File: src/hdl/gdr_pkg.sv
// ----------------------------------------------------------------------------
// gdr_pkg
// Shared types, constants and helpers for the gated delta rule state update.
// ----------------------------------------------------------------------------
`default_nettype none

package gdr_pkg;

  localparam int SLOTS_DEF     = 16;
  localparam int KEY_MAX_DEF   = 64;
  localparam int VALUE_MAX_DEF = 64;

  localparam int LEN_W  = 7;
  localparam int IDX_W  = 6;
  localparam int SLOT_W = 6;
  localparam int GATE_W = 25;

  typedef struct packed {
    logic [SLOT_W-1:0] slot;
    logic              clear;
    logic [GATE_W-1:0] gate;
    logic [15:0]       beta;
  } cmd_t;

  typedef struct packed {
    logic               key_we;
    logic               val_we;
    logic [IDX_W-1:0]   idx;
    logic signed [15:0] key;
    logic signed [15:0] query;
    logic signed [15:0] value;
  } store_wr_t;

  // exp(-2^(b-12)) in Q0.24
  function automatic logic [23:0] exp_neg(input logic [3:0] b);
    logic [23:0] r;
    case (b)
      4'd0:    r = 24'd16773120;
      4'd1:    r = 24'd16769026;
      4'd2:    r = 24'd16760840;
      4'd3:    r = 24'd16744480;
      4'd4:    r = 24'd16711808;
      4'd5:    r = 24'd16646655;
      4'd6:    r = 24'd16517109;
      4'd7:    r = 24'd16261035;
      4'd8:    r = 24'd15760736;
      4'd9:    r = 24'd14805841;
      4'd10:   r = 24'd13066109;
      4'd11:   r = 24'd10175896;
      4'd12:   r = 24'd6171993;
      4'd13:   r = 24'd2270549;
      4'd14:   r = 24'd307285;
      default: r = 24'd5628;
    endcase
    return r;
  endfunction

  function automatic logic signed [31:0] sat32(input logic signed [71:0] v);
    logic signed [31:0] r;
    if (v > $signed(72'h0000_0000_007F_FFFF_FF)) begin
      r = 32'sh7FFF_FFFF;
    end else if (v < $signed({40'hFF_FFFF_FFFF, 32'h8000_0000})) begin
      r = 32'sh8000_0000;
    end else begin
      r = v[31:0];
    end
    return r;
  endfunction

endpackage

`default_nettype wire

File: src/hdl/gdr_cmd_queue.sv
// ----------------------------------------------------------------------------
// gdr_cmd_queue
// Two-entry queue of step commands between the front and the back.
// ----------------------------------------------------------------------------
`default_nettype none

module gdr_cmd_queue (
  input  wire logic          clk,
  input  wire logic          rst,
  input  wire logic          push,
  input  gdr_pkg::cmd_t      din,
  output logic               full,
  input  wire logic          pop,
  output gdr_pkg::cmd_t      dout,
  output logic               valid
);

  gdr_pkg::cmd_t mem [2];
  logic          wp;
  logic          rp;
  logic [1:0]    count;

  assign full  = (count == 2'd2);
  assign valid = (count != 2'd0);
  assign dout  = mem[rp];

  always_ff @(posedge clk) begin
    if (rst) begin
      wp    <= 1'b0;
      rp    <= 1'b0;
      count <= '0;
    end else begin
      if (push && !full) begin
        mem[wp] <= din;
        wp      <= ~wp;
      end
      if (pop && valid) begin
        rp <= ~rp;
      end
      count <= count + 2'((push && !full) ? 1 : 0) - 2'((pop && valid) ? 1 : 0);
    end
  end

endmodule

`default_nettype wire

File: config.mk
export PLATFORM = sky130hd
export DESIGN_NAME = gdr_cmd_queue
export DESIGN_NICKNAME = d
export VERILOG_FILES = /design/src/hdl/gdr_pkg.sv /design/src/hdl/gdr_cmd_queue.sv
export SDC_FILE = /design/constraint.sdc
export NUM_CORES = 1
export LEC_CHECK = 0
export ABC_AREA = 1
export ABC_CLOCK_PERIOD_IN_PS = 11100
export BUFFER_PORTS_ARGS = -buffer_cell sky130_fd_sc_hd__buf_2
export CORE_MARGIN = 2
export CORE_UTILIZATION = 30
export CTS_CLUSTER_DIAMETER = 40
export DETAILED_ROUTE_END_ITERATION = 8
export GPL_TIMING_DRIVEN = 0
export PLACE_DENSITY = 0.52
export REMOVE_ABC_BUFFERS = 1
export SLEW_MARGIN = 20
export SYNTH_ARGS = -nofsm -noshare
export SYNTH_HDL_FRONTEND = slang
export SYNTH_SLANG_ARGS = --single-unit
File: constraint.sdc
create_clock -name clk -period 11.1 [get_ports clk]
set_clock_uncertainty 0.2 [all_clocks]
set_input_delay 2.22 -clock clk [delete_from_list [all_inputs] [get_ports clk]]
set_output_delay 2.22 -clock clk [all_outputs]
set_load 0.02 [all_outputs]
==> key figures <==
Floorplanning
  – Die X-Extent: 116 µm
  – Initial Util: 0.304
  – Die Footprint: 13,600 µm²
  – Number of rows created at floorplan: 41
  – I/O pin count: 102
  – Die span in y: 116 µm
  – Area inside the core boundary: 12,500 µm²

Power and ir drop
  – Cell leakage power: 0.00185 µW
  – Part of the power in combinational logic: 0.255
  – Clock network fraction of design power: 0.272
  – Net switching power of the design: 286 µW
  – Fraction of power spent switching nets: 0.283
  – Internal: 724 µW
  – Maximum VDD drop: 0.0768 mV
  – Power per unit of standard cell area: 207 nW/µm²
  – Sequential power share: 0.474

Detailed routing
  – Total vias in the final route: 1,971
  – Detail Route Antenna Nets: 0
  – Number of DRC markers after the initial detailed-route iteration: 51
  – Per-cell routed wire length: 13.7 µm
  – Sum of routed wire length over all layers: 6580 µm
  – Number of optimization iterations in the first detailed-route pass: 4
  – DRC errors left: 0
  – Per-cell via count in the routed design: 4.11

Global route
  – Leftover overflow at the end of global routing: 0
  – Met2 track demand over resource in global routing: 0.163
  – Initial antenna violation count: 0
  – Wire length of the first global-routing pass: 9650 µm
  – Total GRT Usage: 0.101
  – Met3 demand-to-capacity share in global routing: 0.0348
  – Via count of the first global-routing pass: 1,936
  – Largest net degree at the start of global routing: 30
  – Global routing met1 resource utilization: 0.108
  – Top Usage Layer GRT: met2

Timing
  – Crit path time final: 4.14 ns
  – Fin. Hold Viols: 0
  – Max-slew violation count: 0
  – Worst-Margin Slew: 0.590 ns
  – Setup repair after global routing missed its margin: false
  – Final setup margin: 6.96 ns
  – Setup TNS: 0 ns
  – Peak clock frequency supported by timing: 242 MHz
  – Setup violations, final: 0
  – Final cycle utilization of the critical path: 0.373
  – Normalized max-slew margin: 0.605

Worst setup path
  – Element type at the critical path end: output pin
  – Required time of the worst setup path: 8.68 ns
  – Cells along the critical path: buf_12 > mux2_2 > buf_2
  – CP startpoint kind: register
  – Slowest stage cell on the critical path: dfxtp_4
  – Data arrival time at the worst-slack endpoint: 1.72 ns
  – Slowest cell delay on critical path: 0.55 ns
  – Maximum fanout along the worst path: 29
  – Crit Path Category: reg -> out

Yosys
  – #FFs+latches synth: 101
  – Simple-gate portion of the synthesized area: 0.0208
  – Fraction of synthesized cell area in xor and xnor cells: 0
  – Main combinational cell family by area after synthesis: multiplexers
  – Library cells used by synthesis: 15
  – Most area-hungry cell type in the Yosys netlist: edfxtp_1
  – Area share of the leading cell type in the synthesized netlist: 0.760
  – Area contributors post-synth: edfxtp_1 (76%), mux2_2 (8.3%), mux2_4 (7.9%)
  – Sequential fraction of the synthesis area: 0.786
  – Mean post-synth cell area: 20.3 µm²
  – Yosys synthesis warning count: 0
  – Post-Synthesis Cell Area: 3790 µm²
  – Multiplexer area fraction after synthesis: 0.162
  – Number of instances in the synthesized netlist: 187
  – Post-synthesis adder-cell area fraction: 0.00659
  – Area fraction in compound gates after synthesis: 0.00495

Finish
  – Fin nets: 357
  – Share of final-layout standard cells stronger than drive strength 1: 0.558
  – Multi-input gate area in the final layout: 751 µm²
  – Sequential Area: 2990 µm²
  – Layout overhead on the synthesized area: 28.4%
  – Non-filler cells in the finished layout: 480
  – Filler Cells Inserted: 1,181
  – Antenna fix cells: 0

CTS
  – Clock-pin slew on the worst setup and hold paths: 0.06 ns
  – Clock Sink Count: 101
  – Clock tree from TritonCTS: built
  – H-tree depth reported by CTS: 3
  – CTS Root Buffer Type: clkbuf_16
  – Number of gates given a new drive strength after cts: 0
  – Deepest clock path buffer count: 2
  – Later-pin clock latency in the skew report: 0.34 ns
  – Number of buffers added by the clock tree synthesis step: 9
  – Number of buffers added to fix hold violations after cts: 0
  – Post-CTS setup repair buffer count: 0

Place
  – Number of port buffers: 101
  – Final RePlAce weighted congestion: 0.641
  – Post-place setup slack: 6.98 ns
  – Total instance count after detailed placement: 464
  – Dpl hpwl: 4520 µm

Run
  – Max capacitance violation total: 0

Min path
  – Class of the most critical hold timing path: reg -> reg

Run status
  – Outcome: finished clean
-- cell usage in the layout (no fill, tap or decap), drive strengths merged --
master	Yosys	final
nor3	1	1
clkinv	0	3
a21oi	1	1
inv	8	8
nand2	7	7
dfxtp	5	5
buf	5	110
mux2	48	48
nand3	2	2
nor2	10	10
clkbuf	0	13
edfxtp	96	96
o21ai	2	2
ha	2	2
-- power groups by stage --
stage,clock [µW],sequential (µW),combinational (µW)
4_1_cts,289,480,263
2_1_floorplan,0,493,166
6_report,274,478,257
5_1_grt,300,483,278
3_5_place_dp,0,488,263
3_3_place_gp,0,507,238
-- critical path: cells and delay by family (launching register included) --
kind | cells | cell delay, ns
mux | 1 | 0.37
flops | 1 | 0.55
buf+inv | 2 | 0.44
-- path summary, 6_finish.rpt --
| check | start | cells after the start | to | slack [ns] |
|---|---|---|---|---|
| max | register | 3 | dout[10] | 6.96 |
| min | rp | 2 | register | 0.30 |
| max reg2reg | count[1] | 6 | mem[1][15] | 8.93 |
| min reg2reg | rp | 2 | register | 0.30 |
-- state kept, by name, summed over array words and instances, names as in the netlist, named ones only --
| name | count |
|---|---|
| wp | 1 |
| mem | 96 |
| count | 2 |
| rp | 1 |
-- kinds of logic after synthesis --
family,Yosys count
buffers and inverters,13
adders and majority gates,2
muxes,48
AOI/OAI and AO/OA,3
and+or+nand+nor,20
DFF,101
-- layout make-up --
class / count / area share
repair buffers: 110 / 0.131
well taps: 172 / 0.0442
inverters: 8 / 0.00616
flip-flops and latches: 101 / 0.613
clock buffers: 13 / 0.0493
multi-input cells: 73 / 0.154
clock inverters: 3 / 0.00257
-- cell usage after synthesis, drive strengths merged --
cell and count:
a21oi 1, buf 5, dfxtp 5, edfxtp 96, ha 2, inv 8
mux2 48, nand2 7, nand3 2, nor2 10, nor3 1, o21ai 2
-- through the flow --
step / hold slack [ns] / power [µW] / util / cell area (µm²)
2_1_floorplan: 0.267 / 659 / - / 3750
3_3_place_gp: 0.288 / 745 / 0.359 / 4470
3_5_place_dp: 0.293 / 751 / 0.371 / 4620
6_report: 0.304 / 1010 / 0.391 / 4870
5_1_grt: 0.347 / 1060 / 0.391 / 4870
4_1_cts: 0.310 / 1030 / 0.391 / 4870
-- routing by layer --
metal | share of wire | up-vias | wire [µm]
met4 | 0.030 | 0 | 199
met3 | 0.065 | 11 | 428
li1 | - | 950 | -
met1 | 0.40 | 950 | 2640
met5 | 0 | - | 0
met2 | 0.50 | 60 | 3310
Power figures use the tool's default switching activity.
