--- config.mk ---
export PLATFORM = sky130hd
export DESIGN_NAME = gdr_front
export DESIGN_NICKNAME = d
export VERILOG_FILES = /design/src/hdl/gdr_pkg.sv /design/src/hdl/gdr_front.sv
export SDC_FILE = /design/constraint.sdc
export NUM_CORES = 2
export LEC_CHECK = 0
export BUFFER_PORTS_ARGS = -buffer_cell sky130_fd_sc_hd__buf_2
export CAP_MARGIN = 0
export CORE_MARGIN = 2
export CORE_UTILIZATION = 50
export CTS_CLUSTER_DIAMETER = 60
export CTS_CLUSTER_SIZE = 28
export DETAILED_ROUTE_END_ITERATION = 8
export MAX_ROUTING_LAYER = met4
export PLACE_DENSITY = 0.69
export SLEW_MARGIN = 20
export SYNTH_ARGS = -nofsm -noshare
export SYNTH_HDL_FRONTEND = slang
export SYNTH_SLANG_ARGS = --single-unit
export TNS_END_PERCENT = 50
--- constraint.sdc ---
create_clock -name clk -period 17 [get_ports clk]
set_input_delay 3.4 -clock clk [delete_from_list [all_inputs] [get_ports clk]]
set_output_delay 3.4 -clock clk [all_outputs]
set_load 0.01 [all_outputs]
--- src/hdl/gdr_pkg.sv ---
// ----------------------------------------------------------------------------
// gdr_pkg
// Shared types, constants and helpers for the gated delta rule state update.
// ----------------------------------------------------------------------------
`default_nettype none

package gdr_pkg;

  localparam int SLOTS_DEF     = 16;
  localparam int KEY_MAX_DEF   = 64;
  localparam int VALUE_MAX_DEF = 64;

  localparam int LEN_W  = 7;
  localparam int IDX_W  = 6;
  localparam int SLOT_W = 6;
  localparam int GATE_W = 25;

  typedef struct packed {
    logic [SLOT_W-1:0] slot;
    logic              clear;
    logic [GATE_W-1:0] gate;
    logic [15:0]       beta;
  } cmd_t;

  typedef struct packed {
    logic               key_we;
    logic               val_we;
    logic [IDX_W-1:0]   idx;
    logic signed [15:0] key;
    logic signed [15:0] query;
    logic signed [15:0] value;
  } store_wr_t;

  // exp(-2^(b-12)) in Q0.24
  function automatic logic [23:0] exp_neg(input logic [3:0] b);
    logic [23:0] r;
    case (b)
      4'd0:    r = 24'd16773120;
      4'd1:    r = 24'd16769026;
      4'd2:    r = 24'd16760840;
      4'd3:    r = 24'd16744480;
      4'd4:    r = 24'd16711808;
      4'd5:    r = 24'd16646655;
      4'd6:    r = 24'd16517109;
      4'd7:    r = 24'd16261035;
      4'd8:    r = 24'd15760736;
      4'd9:    r = 24'd14805841;
      4'd10:   r = 24'd13066109;
      4'd11:   r = 24'd10175896;
      4'd12:   r = 24'd6171993;
      4'd13:   r = 24'd2270549;
      4'd14:   r = 24'd307285;
      default: r = 24'd5628;
    endcase
    return r;
  endfunction

  function automatic logic signed [31:0] sat32(input logic signed [71:0] v);
    logic signed [31:0] r;
    if (v > $signed(72'h0000_0000_007F_FFFF_FF)) begin
      r = 32'sh7FFF_FFFF;
    end else if (v < $signed({40'hFF_FFFF_FFFF, 32'h8000_0000})) begin
      r = 32'sh8000_0000;
    end else begin
      r = v[31:0];
    end
    return r;
  endfunction

endpackage

`default_nettype wire

--- src/hdl/gdr_front.sv ---
// ----------------------------------------------------------------------------
// gdr_front
// Accepts element items, fills the vector stores, captures the step
// parameters and forms the decay gate one exponent bit per cycle.
// ----------------------------------------------------------------------------
`default_nettype none

module gdr_front #(
  parameter int SLOTS = gdr_pkg::SLOTS_DEF
) (
  input  wire logic                        clk,
  input  wire logic                        rst,
  input  wire logic                        in_valid,
  output logic                             in_ready,
  input  wire logic [3:0]                  state_slot,
  input  wire logic                        clear_state,
  input  wire logic signed [15:0]          key_elem,
  input  wire logic signed [15:0]          query_elem,
  input  wire logic signed [15:0]          value_elem,
  input  wire logic signed [15:0]          log_decay,
  input  wire logic [15:0]                 beta,
  input  wire logic                        last_in,
  input  wire logic [gdr_pkg::LEN_W-1:0]   kl,
  input  wire logic [gdr_pkg::LEN_W-1:0]   vl,
  input  wire logic                        hold,
  input  wire logic                        q_full,
  output logic                             push,
  output gdr_pkg::cmd_t                    cmd,
  output gdr_pkg::store_wr_t               wr
);

  logic [gdr_pkg::LEN_W-1:0]  cnt;
  logic                       pend;
  logic                       gbusy;
  logic [3:0]                 gbit;
  logic [15:0]                m;
  logic [gdr_pkg::GATE_W-1:0] gate;
  logic [gdr_pkg::SLOT_W-1:0] slot;
  logic                       clr;
  logic [15:0]                beta_q;
  logic                       acc;
  logic [48:0]                gprod;
  logic [gdr_pkg::GATE_W-1:0] gate_rnd;
  logic [15:0]                m_in;

  function automatic logic [gdr_pkg::SLOT_W-1:0] slot_wrap(input logic [3:0] s);
    logic [gdr_pkg::SLOT_W-1:0] r;
    r = '0;
    for (int v = 0; v < 16; v++) begin
      if (s == 4'(v)) begin
        r = gdr_pkg::SLOT_W'(v % SLOTS);
      end
    end
    return r;
  endfunction

  assign in_ready = !pend && !hold;
  assign acc      = in_valid && in_ready;
  assign push     = pend && !gbusy && !q_full;
  assign gprod    = 49'(gate) * 49'(gdr_pkg::exp_neg(gbit));
  assign gate_rnd = gdr_pkg::GATE_W'((gprod + 49'd8388608) >> 24);
  assign m_in     = log_decay[15] ? 16'(17'sd0 - 17'(log_decay)) : 16'd0;

  assign cmd = '{slot: slot, clear: clr, gate: gate, beta: beta_q};

  always_comb begin
    wr.key_we = acc && (cnt < kl);
    wr.val_we = acc && (cnt < vl);
    wr.idx    = gdr_pkg::IDX_W'(cnt);
    wr.key    = key_elem;
    wr.query  = query_elem;
    wr.value  = value_elem;
  end

  always_ff @(posedge clk) begin
    if (rst) begin
      cnt   <= '0;
      pend  <= 1'b0;
      gbusy <= 1'b0;
      gbit  <= '0;
      m     <= '0;
      gate  <= '0;
      slot  <= '0;
      clr   <= 1'b0;
      beta_q <= '0;
    end else begin
      if (gbusy) begin
        if (m[gbit]) begin
          gate <= gate_rnd;
        end
        gbit <= gbit + 4'd1;
        if (gbit == 4'd15) begin
          gbusy <= 1'b0;
        end
      end
      if (push) begin
        pend <= 1'b0;
      end
      if (acc) begin
        if (cnt == '0) begin
          slot   <= slot_wrap(state_slot);
          clr    <= clear_state;
          beta_q <= beta;
          m      <= m_in;
          gate   <= gdr_pkg::GATE_W'(25'h100_0000);
          gbit   <= '0;
          gbusy  <= 1'b1;
        end
        if (last_in) begin
          cnt  <= '0;
          pend <= 1'b1;
        end else if (cnt < 7'd64) begin
          cnt <= cnt + 7'd1;
        end
      end
    end
  end

endmodule

`default_nettype wire

==> qor.yml <==
met3WireLength_um: 3762
core_area_mm2: 0.04795
finalCritPeriodShare_pct: 49.11
hpwl_um: 47040
synth.most_common_cell: "inv_1"
die-area_mm2: 0.05049
fin_util_pct: 53.02
grt_pass1_vias: 19870
critPathTopFamily: "compound AO/OA/AOI/OAI gates"
critPathSlowestCell: "ha_1"
whs_endpoint: "beta_q[9]"
synth.avg_cell_area_um2: 8.771
clkTransAtPathRegs_ns: 0.07
worstSkewPairLatency_ns: 0.36
report.final.slew_viol_count: 0
ys.flop_type: "dfxtp_1"
min-delay-start: "beta_q[9]"
via_per_inst: 5.445
async_flop_share_pct: 0
h-tree-depth: 3
ir_worst_vdd_v: 0.00005145
cts_tree: "yes"
cts.sinks: 99
drive_above_1_share_pct: 7.244
regArea_mm2: 0.001986
syn_to_final_growth_pct: 4.382
synth_area_leader_cell: "fa_1"
grt_pass1_wl_um: 102900
synthesis.area_mm2: 0.02436
initial_core_util_pct: 50.80
dp_cells: 3360
grt.total_usage_pct: 26.68
power.density_mw_per_mm2: 21.59
fmax_mhz: 119.8
design_area_mm2: 0.02542
die_h_um: 224.7
cts.repair.resized: 0
antenna_found_initial: 1
reg2reg_depth: 23
fillerInstances: 4411
cts-root-buf: "clkbuf_16"
hold_buffers: 0
cp_max_fo: 1
status: "complete, no violations"
r2r_slack_ns: 9.33
r2r-start: "gate[13]"
final_antenna_net_count: 0
dr.max_layer_used: "met4"
synth_enable_flop_cells: 0
synthTopCellsByArea: "fa_1, ha_1, inv_1, dfxtp_1, and2_1"
hp-class: "flip-flop to flip-flop"
period_minus_slack_ns: 8.349
place.gp.congestion: 0.8990
numCtsBuffers: 9
ys_seq_area_share_pct: 8.137
overflow: 0
tns_ns: 0
dp_slack_ns: 8.627
drt_iter0_markers: 955
crit_path_end_kind: "primary output"
die_x_um: 224.7
wl_per_cell_um: 18.34
final_cells: 3377
synthCells: 2777
dpl_cell_area_mm2: 0.02511
yosysTopAreaCellShare_pct: 41.34
wl_met1_um: 25260
worst-setup-path-type: "input pin to primary output"
max-cap-violations: 0
multi_input_area_mm2: 0.01924
rr_endpoint: "gate[15]"
rsz0062_at_grt: "false"
timing.final.ws_setup_ns: 8.651
required_ns: 13.60
yosysWarnings: 0
worst-path-buf-inv: 3
p_total_mw: 0.5489
hold_viol_final: 0
critPathMaxStageDelay_ns: 0.27
skew_ns: 0.01291
postCtsSetupBuffers: 0
cp.arrival_ns: 4.95
drc_errors: 0
synth_seq_cells: 99
whs_ns: 0.4536
p_leak_nw: 12.89
vias: 18390
relSlewSlack_pct: 27.57
first_pass_iters: 5
tightest_slew_ns: 1.079
worstPathCellList: "buf_2 -> inv_1 -> ha_1 -> a21boi_0 -> o21ai_0 -> nand2b_1 -> a21oi_1 -> nor2b_1 -> o21ai_0 -> nand2b_1 -> a211oi_1 -> buf_2"
drt-total-wl_um: 61940
critPathLaunchType: "input pin"
synth_top_cells_by_count: "inv_1, fa_1, nand2_1"
setup_viol: 0
row_count: 80
grt_start_max_net_pins: 34
clockBufferDepth: 2
numPortBuffers: 112
hold-path-cell-count: 2
pin_count: 211
met2WireLength_um: 31290
ys_types: 65
nets: 3583
-- worst max-delay path by stage --
stage / start / end / slack (ns) / cells past startpoint
final: kl[1] / wr[55] / 8.65 / 12
after global routing: kl[1] / wr[55] / 8.47 / 12
after CTS: kl[1] / wr[55] / 8.62 / 12
after detailed placement: kl[1] / wr[55] / 8.63 / 12
after global placement: vl[1] / wr[54] / 8.60 / 12
after floorplan: vl[1] / wr[54] / 8.87 / 10
-- cell usage in the layout, fill, tap and decap left out, types with 22 or more instances in the layout --
cell	instances
xor2_1	25
a21o_1	22
buf_2	112
nor2_1	57
buf_4	46
ha_1	219
and2_1	292
nand2_1	413
dfxtp_1	96
fa_1	503
a21oi_1	90
inv_1	588
o21ai_0	54
-- area by class of cell --
cell class                 instances  share of cell area (%)
multi-input combinational       1898                   75.67
clock buffer                      10                  0.9400
timing repair buffer             158                   3.563
antenna                            1                0.009843
tap                              615                   3.027
inverter                         590                   8.711
sequential                        99                   7.810
clock inverter                     6                  0.2707
-- logic make-up (layout without fill, tap and decap cells) --
kind of cell,count (synthesis),count (layout),synth area share [%]
other,1,3,0.01540
AND/OR/NAND/NOR,861,861,17.25
XOR/XNOR,44,44,1.582
flip-flops,99,99,8.137
adder cells (fa/ha/maj),722,722,52.59
AO/OA/AOI/OAI,256,256,6.689
buffers and inverters,781,764,12.93
multiplexers,13,13,0.8117
-- routing by layer --
layer  up-vias  global-route usage, %
met5         -                      -
met3       117                  3.187
met4         0                  7.221
met1      9362                  33.50
met2       670                  45.79
li1       8239                      -
-- worst reg2reg max path: cells and delay by family, from the launching register on --
kind | cells | cell delay [ns]
fa+ha+maj | 8 | 3.76
xor+xnor | 1 | 0.09
compound gates | 7 | 2.03
flops | 1 | 0.78
simple gates | 1 | 0.22
buf+inv | 6 | 0.68
-- power breakdown --
| part | switching (mW) | internal [mW] | total [mW] |
|---|---|---|---|
| combinational | 0.0547 | 0.0340 | 0.0887 |
| clock | 0.0968 | 0.120 | 0.216 |
| sequential | 0.00648 | 0.237 | 0.244 |
No activity file was read; power rests on OpenSTA's default activity.
